==> src/sv/hwr_pkg.sv <==
// ----------------------------------------------------------------------------
// Hit window readout package
// Beat types and fixed constants shared by the readout, its checker and testbench.
// ----------------------------------------------------------------------------
package hwr_pkg;

  localparam int unsigned ADDR_IN_W = 6;
  localparam int unsigned HIT_W     = 48;
  localparam int unsigned TAG_W     = 4;
  localparam int unsigned OFFSET_W  = 11;
  localparam int unsigned WORD_W    = 32;

  localparam logic ACT_STORE   = 1'b0;
  localparam logic ACT_TRIGGER = 1'b1;

  localparam logic [WORD_W-1:0] TRAILER_WORD = 32'hFFFF_FFFF;

  typedef struct packed {
    logic                 action;
    logic [ADDR_IN_W-1:0] entry_addr;
    logic [HIT_W-1:0]     entry_value;
    logic [ADDR_IN_W-1:0] window_start;
    logic [ADDR_IN_W-1:0] window_stop;
  } in_item_t;

  typedef struct packed {
    logic [WORD_W-1:0] word_head;
    logic [WORD_W-1:0] word_upper;
    logic [WORD_W-1:0] word_lower;
    logic              end_marker;
  } out_item_t;

endpackage

==> src/sv/hwr_ram.sv <==
// ----------------------------------------------------------------------------
// Hit window readout RAM
// Simple dual-port synchronous RAM: one write port, one registered read port.
// ----------------------------------------------------------------------------
module hwr_ram #(
  parameter int unsigned WIDTH = 48,
  parameter int unsigned DEPTH = 64
) (
  input  logic                     clk,
  input  logic                     wr_en,
  input  logic [$clog2(DEPTH)-1:0] wr_addr,
  input  logic [WIDTH-1:0]         wr_data,
  input  logic                     rd_en,
  input  logic [$clog2(DEPTH)-1:0] rd_addr,
  output logic [WIDTH-1:0]         rd_data
);

  logic [WIDTH-1:0] mem [DEPTH];

  always_ff @(posedge clk) begin
    if (wr_en) begin
      mem[wr_addr] <= wr_data;
    end
    if (rd_en) begin
      rd_data <= mem[rd_addr];
    end
  end

endmodule

==> src/sv/hit_window_readout.sv <==
// ----------------------------------------------------------------------------
// Hit window readout
// Circular hit buffer with a windowed trigger readout and trailer beat.
// ----------------------------------------------------------------------------
// After reset the buffer is cleared one entry per cycle, so busy stays high
// until the clear ends; no beat is taken before. A store beat leaves the
// readout idle. A trigger beat scans one buffer address per cycle through
// the single read port of the buffer RAM and keeps busy high through the
// scan and the trailer; results appear on out_strobe for one cycle each
// and cannot be held off, so the receiver must take every beat.
module hit_window_readout
  import hwr_pkg::*;
#(
  parameter int unsigned BUFFER_DEPTH = 64
) (
  input  logic             clk,
  input  logic             rst_n,
  input  logic             start,
  output logic             busy,
  input  in_item_t         in_item,
  output logic             out_strobe,
  output out_item_t        out_item,
  input  logic             cfg_we,
  input  logic [TAG_W-1:0] cfg_wdata
);

  localparam int unsigned AW = $clog2(BUFFER_DEPTH);
  localparam logic [AW-1:0] LAST_ADDR = AW'(BUFFER_DEPTH - 1);

  typedef enum logic [1:0] {
    ST_CLEAR,
    ST_IDLE,
    ST_SCAN,
    ST_TRAIL
  } state_t;

  function automatic logic [AW-1:0] reduce_addr(input logic [ADDR_IN_W-1:0] a);
    logic [AW-1:0] r;
    r = '0;
    for (int i = 0; i < 2 ** ADDR_IN_W; i++) begin
      if (a == ADDR_IN_W'(i)) begin
        r = AW'(i % BUFFER_DEPTH);
      end
    end
    return r;
  endfunction

  state_t              state_r, state_nxt;
  logic [AW-1:0]       addr_r, addr_nxt;
  logic [AW-1:0]       stop_r, stop_nxt;
  logic [OFFSET_W-1:0] steps_r, steps_nxt;
  logic [OFFSET_W-1:0] pend_off_r, pend_off_nxt;
  logic                rd_pend_r, rd_pend_nxt;
  logic [TAG_W-1:0]    tag_r;
  logic                out_valid_r, out_valid_nxt;
  out_item_t           out_item_r, out_item_nxt;

  logic                accept;
  logic                wr_en;
  logic [AW-1:0]       wr_addr;
  logic [HIT_W-1:0]    wr_data;
  logic                rd_en;
  logic [HIT_W-1:0]    rd_data;

  assign busy       = (state_r != ST_IDLE);
  assign accept     = start && !busy;
  assign out_strobe = out_valid_r;
  assign out_item   = out_item_r;

  always_comb begin
    if (state_r == ST_CLEAR) begin
      wr_en   = 1'b1;
      wr_addr = addr_r;
      wr_data = '0;
    end else begin
      wr_en   = accept && (in_item.action == ACT_STORE);
      wr_addr = reduce_addr(in_item.entry_addr);
      wr_data = in_item.entry_value;
    end
  end

  assign rd_en = (state_r == ST_SCAN) && (addr_r != stop_r);

  hwr_ram #(
    .WIDTH (HIT_W),
    .DEPTH (BUFFER_DEPTH)
  ) u_hit_ram (
    .clk     (clk),
    .wr_en   (wr_en),
    .wr_addr (wr_addr),
    .wr_data (wr_data),
    .rd_en   (rd_en),
    .rd_addr (addr_r),
    .rd_data (rd_data)
  );

  always_comb begin
    state_nxt     = state_r;
    addr_nxt      = addr_r;
    stop_nxt      = stop_r;
    steps_nxt     = steps_r;
    pend_off_nxt  = pend_off_r;
    rd_pend_nxt   = 1'b0;
    out_valid_nxt = 1'b0;
    out_item_nxt  = out_item_r;

    if (rd_pend_r && (rd_data != '0)) begin
      out_valid_nxt           = 1'b1;
      out_item_nxt.word_head  = {1'b1, tag_r, pend_off_r, 16'h0000};
      out_item_nxt.word_upper = {15'h0000, rd_data[47:31]};
      out_item_nxt.word_lower = {1'b0, rd_data[30:0]};
      out_item_nxt.end_marker = 1'b0;
    end

    case (state_r)
      ST_CLEAR: begin
        if (addr_r == LAST_ADDR) begin
          addr_nxt  = '0;
          state_nxt = ST_IDLE;
        end else begin
          addr_nxt = addr_r + AW'(1);
        end
      end
      ST_IDLE: begin
        if (accept && (in_item.action == ACT_TRIGGER)) begin
          addr_nxt  = reduce_addr(in_item.window_start);
          stop_nxt  = reduce_addr(in_item.window_stop);
          steps_nxt = '0;
          state_nxt = ST_SCAN;
        end
      end
      ST_SCAN: begin
        if (addr_r != stop_r) begin
          rd_pend_nxt  = 1'b1;
          pend_off_nxt = steps_r;
          steps_nxt    = steps_r + OFFSET_W'(1);
          addr_nxt     = (addr_r == LAST_ADDR) ? '0 : addr_r + AW'(1);
        end else begin
          state_nxt = ST_TRAIL;
        end
      end
      ST_TRAIL: begin
        out_valid_nxt           = 1'b1;
        out_item_nxt.word_head  = TRAILER_WORD;
        out_item_nxt.word_upper = '0;
        out_item_nxt.word_lower = '0;
        out_item_nxt.end_marker = 1'b1;
        state_nxt               = ST_IDLE;
      end
      default: begin
        state_nxt = ST_IDLE;
      end
    endcase
  end

  always_ff @(posedge clk) begin
    if (!rst_n) begin
      state_r     <= ST_CLEAR;
      addr_r      <= '0;
      rd_pend_r   <= 1'b0;
      out_valid_r <= 1'b0;
      tag_r       <= '0;
    end else begin
      state_r     <= state_nxt;
      addr_r      <= addr_nxt;
      rd_pend_r   <= rd_pend_nxt;
      out_valid_r <= out_valid_nxt;
      if (cfg_we) begin
        tag_r <= cfg_wdata;
      end
    end
    stop_r     <= stop_nxt;
    steps_r    <= steps_nxt;
    pend_off_r <= pend_off_nxt;
    out_item_r <= out_item_nxt;
  end

  // The trailer closes an event; nothing follows it in the next cycle.
  a_trailer_quiet: assert property (@(posedge clk) disable iff (!rst_n)
    (out_strobe && out_item.end_marker) |=> !out_strobe)
    else $error("result beat directly after trailer");

  // A beat is taken only when the previous event has fully drained.
  a_accept_quiet: assert property (@(posedge clk) disable iff (!rst_n)
    accept |=> !out_strobe)
    else $error("result beat right after an accepted beat");

  // Read data is consumed only while a scan is in progress.
  a_pend_scan: assert property (@(posedge clk) disable iff (!rst_n)
    rd_pend_r |-> (state_r == ST_SCAN || state_r == ST_TRAIL))
    else $error("pending read outside of a scan");

endmodule

==> config.mk <==
export PLATFORM = sky130hd
export DESIGN_NAME = hit_window_readout
export DESIGN_NICKNAME = d
export VERILOG_FILES = /design/src/sv/hwr_pkg.sv /design/src/sv/hwr_ram.sv /design/src/sv/hit_window_readout.sv
export SDC_FILE = /design/constraint.sdc
export NUM_CORES = 2
export LEC_CHECK = 0
export BUFFER_PORTS_ARGS = -buffer_cell sky130_fd_sc_hd__buf_2
export CORE_UTILIZATION = 50
export DETAILED_ROUTE_END_ITERATION = 8
export PLACE_DENSITY_LB_ADDON = 0.3
export SLEW_MARGIN = 20
export SYNTH_ARGS = -nofsm -noshare
export SYNTH_HDL_FRONTEND = slang
export SYNTH_SLANG_ARGS = --single-unit
export TNS_END_PERCENT = 10
==> constraint.sdc <==
create_clock -name clk -period 17.4 [get_ports clk]
set_input_delay 0.87 -clock clk [delete_from_list [all_inputs] [get_ports clk]]
set_output_delay 0.87 -clock clk [all_outputs]
set_load 0.02 [all_outputs]
==> out/metrics.yaml <==
status:
  status: "finished clean"
grt:
  grt_use_met3: 0.0478
  grt_pass1_wl_mm: 463
  grtUsageMet1: 0.369
  grt_usage: 0.267
  antenna_found_initial: 3
  gr-usage-met2: 0.425
  grt_max_degree: 135
  busiest_layer: "met2"
  grt_pass1_vias: 59600
  grt.overflow.total: 0
drt:
  routed_wirelength_mm: 333
  viasPerCell: 6.57
  antenna_left: 0
  wire_per_inst_um: 36.0
  dr.pass1.iters: 6
  drt_iter0_markers: 8560
  vias: 60800
  drc_errors: 0
worst_setup_path:
  crit_path_end_kind: "flip-flop"
  crit_type: "flip-flop to flip-flop"
  cp_max_fo: 47
  critPathLaunchType: "flip-flop"
  r2r_slack_ns: 11.33
  cp.required_ns: 18.07
  crit_arrival_ns: 6.75
clocking:
  root_buffer: "clkbuf_16"
  post_cts_buffers: 0
  cts_buffers: 331
  holdBufCountCts: 0
  cts_max_level: 5
  cts_tree: "done"
  worstSkewPairLatency_ns: 0.96
  clock_sinks: 3226
  cts_resized: 0
  clkSlewWorstSetupHoldPaths_ns: 0.06
  cts_max_path_buffers: 4
logic_synthesis:
  synth_seq_cells: 3226
  synth_top_area_cell: "edfxtp_1"
  netlist.area_leader.share: 0.765
  yosysMostFrequentCell: "edfxtp_1"
  syn-cell-area_sq_um: 124000
  ys_warn_count: 0
  synth_top_flop_cell: "edfxtp_1"
  async_reset_ff_frac: 0
  ys_seq_area_frac: 0.777
  synth.distinct_cells: 59
  netlist_instances: 5400
  yosys-top-cells-area: "edfxtp_1 76%, mux4_2 15%, mux2i_1 2.0%"
  synth_edf_count: 3148
  synth_commonest_cells: "3148 x edfxtp_1, 818 x mux4_2, 244 x mux2i_1, 139 x nor2_1, 120 x clkbuf_1"
  synth_area_per_cell_sq_um: 22.9
sta:
  hold_violations: 0
  drv_slew: 0
  fmax_mhz: 165
  worst_pin_slew_ns: 1.21
  finalSetupViolCount: 0
  rsz0062_at_grt: "false"
  maxSlewHeadroom: 0.193
  tns_ns: 0
  period_minus_slack_ns: 6.07
  clock_skew_ns: 0.0640
  fin_crit_sh: 0.349
floorplanning:
  fp.dieH_um: 499
  fp-row-count: 182
  die_area_sq_um: 249000
  core_sq_um: 246000
  io_pins: 174
  fp.dieW_um: 499
  initial_utilization: 0.503
place:
  dp_hpwl_mm: 176
  place_inst: 8649
  numPortBuffers: 156
  gp_congestion: 0.818
pwr:
  p_leak_nw: 44.7
  power.density_nw_per_um2: 156
  peakVddDrop_mv: 0.150
layout:
  layout.nets: 5870
  synthToLayoutAreaGrowth_pct: 12.9
  fillers: 17500
  drive_gt1_frac: 0.294
  post-route-util: 0.567
  instances_no_fill: 9252
job:
  maxCapViolCount: 0
worst_hold_path:
  hp-class: "input port to flip-flop"
==> registers in the layout (all words and copies together), names as in the netlist <==
signal and cells:
pend_off_r 11, state_r 2, stop_r 6, addr_r 6, out_strobe 1, rd_pend_r 1
out_item 64, tag_r 4, u_hit_ram.rd_data 48, steps_r 11, u_hit_ram.mem 3072
==> cell families (layout without fill, tap and decap cells) <==
| logic type | count (synthesis) | in the layout | share of synthesized area |
|---|---|---|---|
| AOI/OAI and AO/OA | 319 | 319 | 0.0195 |
| xor gates and xnor gates | 16 | 16 | 0.00113 |
| adders and majority gates | 7 | 7 | 0.000708 |
| buffers and inverters | 344 | 959 | 0.0151 |
| DFF | 3226 | 3226 | 0.777 |
| muxes | 1086 | 1086 | 0.171 |
| other | 2 | 19 | 0.0000608 |
| and+or+nand+nor | 400 | 400 | 0.0153 |
==> power by group <==
group	internal [mW]	switching [mW]
clock network	3.71	2.84
logic	2.28	3.23
registers	9.51	0.195
==> worst max-delay path, stage by stage (launching register included) <==
cell and delay [ns]:
dfxtp_4 0.92, buf_4 0.79, buf_4 0.64, buf_4 0.80
buf_4 0.82, mux4_2 0.60, mux4_2 0.47, a22o_1 0.29
a211o_1 0.27
==> per-stage QoR <==
step | hold slack [ns] | setup slack, ns | cell area, sq um | power, mW
floorplan | 0.434 | 11.78 | 124000 | 13.6
CTS | 0.0386 | 11.16 | 139000 | 21.8
detailed placement | 0.450 | 11.22 | 129000 | 15.3
finish | 0.0931 | 11.33 | 140000 | 21.8
global placement | 0.446 | 11.22 | 129000 | 15.2
global route | 0.0665 | 10.82 | 140000 | 22.4
==> layout make-up <==
| class | count | area (sq um) | area share |
|---|---|---|---|
| flip-flops and latches | 3226 | 96100 | 0.689 |
| inverters | 12 | 53.8 | 0.000386 |
| multi-input cells | 1845 | 26600 | 0.191 |
| repair buffers | 372 | 2960 | 0.0212 |
| diodes | 2 | 5.00 | 0.0000359 |
| clock inverters | 148 | 986 | 0.00707 |
| clock buffers | 427 | 8780 | 0.0629 |
| well taps | 3220 | 4030 | 0.0289 |
==> layer usage <==
| metal | up-vias | share of wire |
|---|---|---|
| met1 | 32700 | 0.37 |
| met4 | 0 | 0.044 |
| met5 | - | 0 |
| met2 | 3785 | 0.48 |
| met3 | 638 | 0.099 |
| li1 | 23700 | - |
==> path summary, 6_finish.rpt <==
kind / startpoint / endpoint / cells past startpoint
setup / recovery: addr_r[0] / u_hit_ram.rd_data[23] / 8
hold reg to reg: pend_off_r[8] / out_item[89] / 2
setup reg to reg: addr_r[0] / u_hit_ram.rd_data[23] / 8
hold / removal: in_item[3] / stop_r[3] / 1
==> placed cells by master (no fill, tap or decap), types with 8 or more instances in the layout <==
| master | n |
|---|---|
| buf_12 | 28 |
| mux2_2 | 24 |
| a21oi_1 | 52 |
| bufinv_16 | 11 |
| buf_4 | 177 |
| a22oi_1 | 40 |
| dfxtp_1 | 72 |
| inv_1 | 8 |
| nor3_2 | 24 |
| clkbuf_16 | 336 |
| nor2_4 | 43 |
| o211ai_1 | 15 |
| nor3_1 | 11 |
| mux4_2 | 818 |
| nor2b_1 | 10 |
| mux2i_1 | 244 |
| nand3_1 | 19 |
| nor4_1 | 13 |
| clkinv_2 | 48 |
| a211o_1 | 25 |
| o21bai_1 | 27 |
| nand2_1 | 82 |
| buf_16 | 10 |
| nor2_1 | 96 |
| clkinv_1 | 75 |
| conb_1 | 17 |
| a32oi_1 | 11 |
| buf_2 | 156 |
| clkbuf_1 | 88 |
| edfxtp_1 | 3148 |
| xnor2_1 | 8 |
| o21ai_0 | 16 |
| nand2b_1 | 18 |
| a221oi_1 | 60 |
| xor2_1 | 8 |
| nor2b_4 | 49 |
| a22o_1 | 25 |
Note: power is estimated with default switching activity, not from simulation.
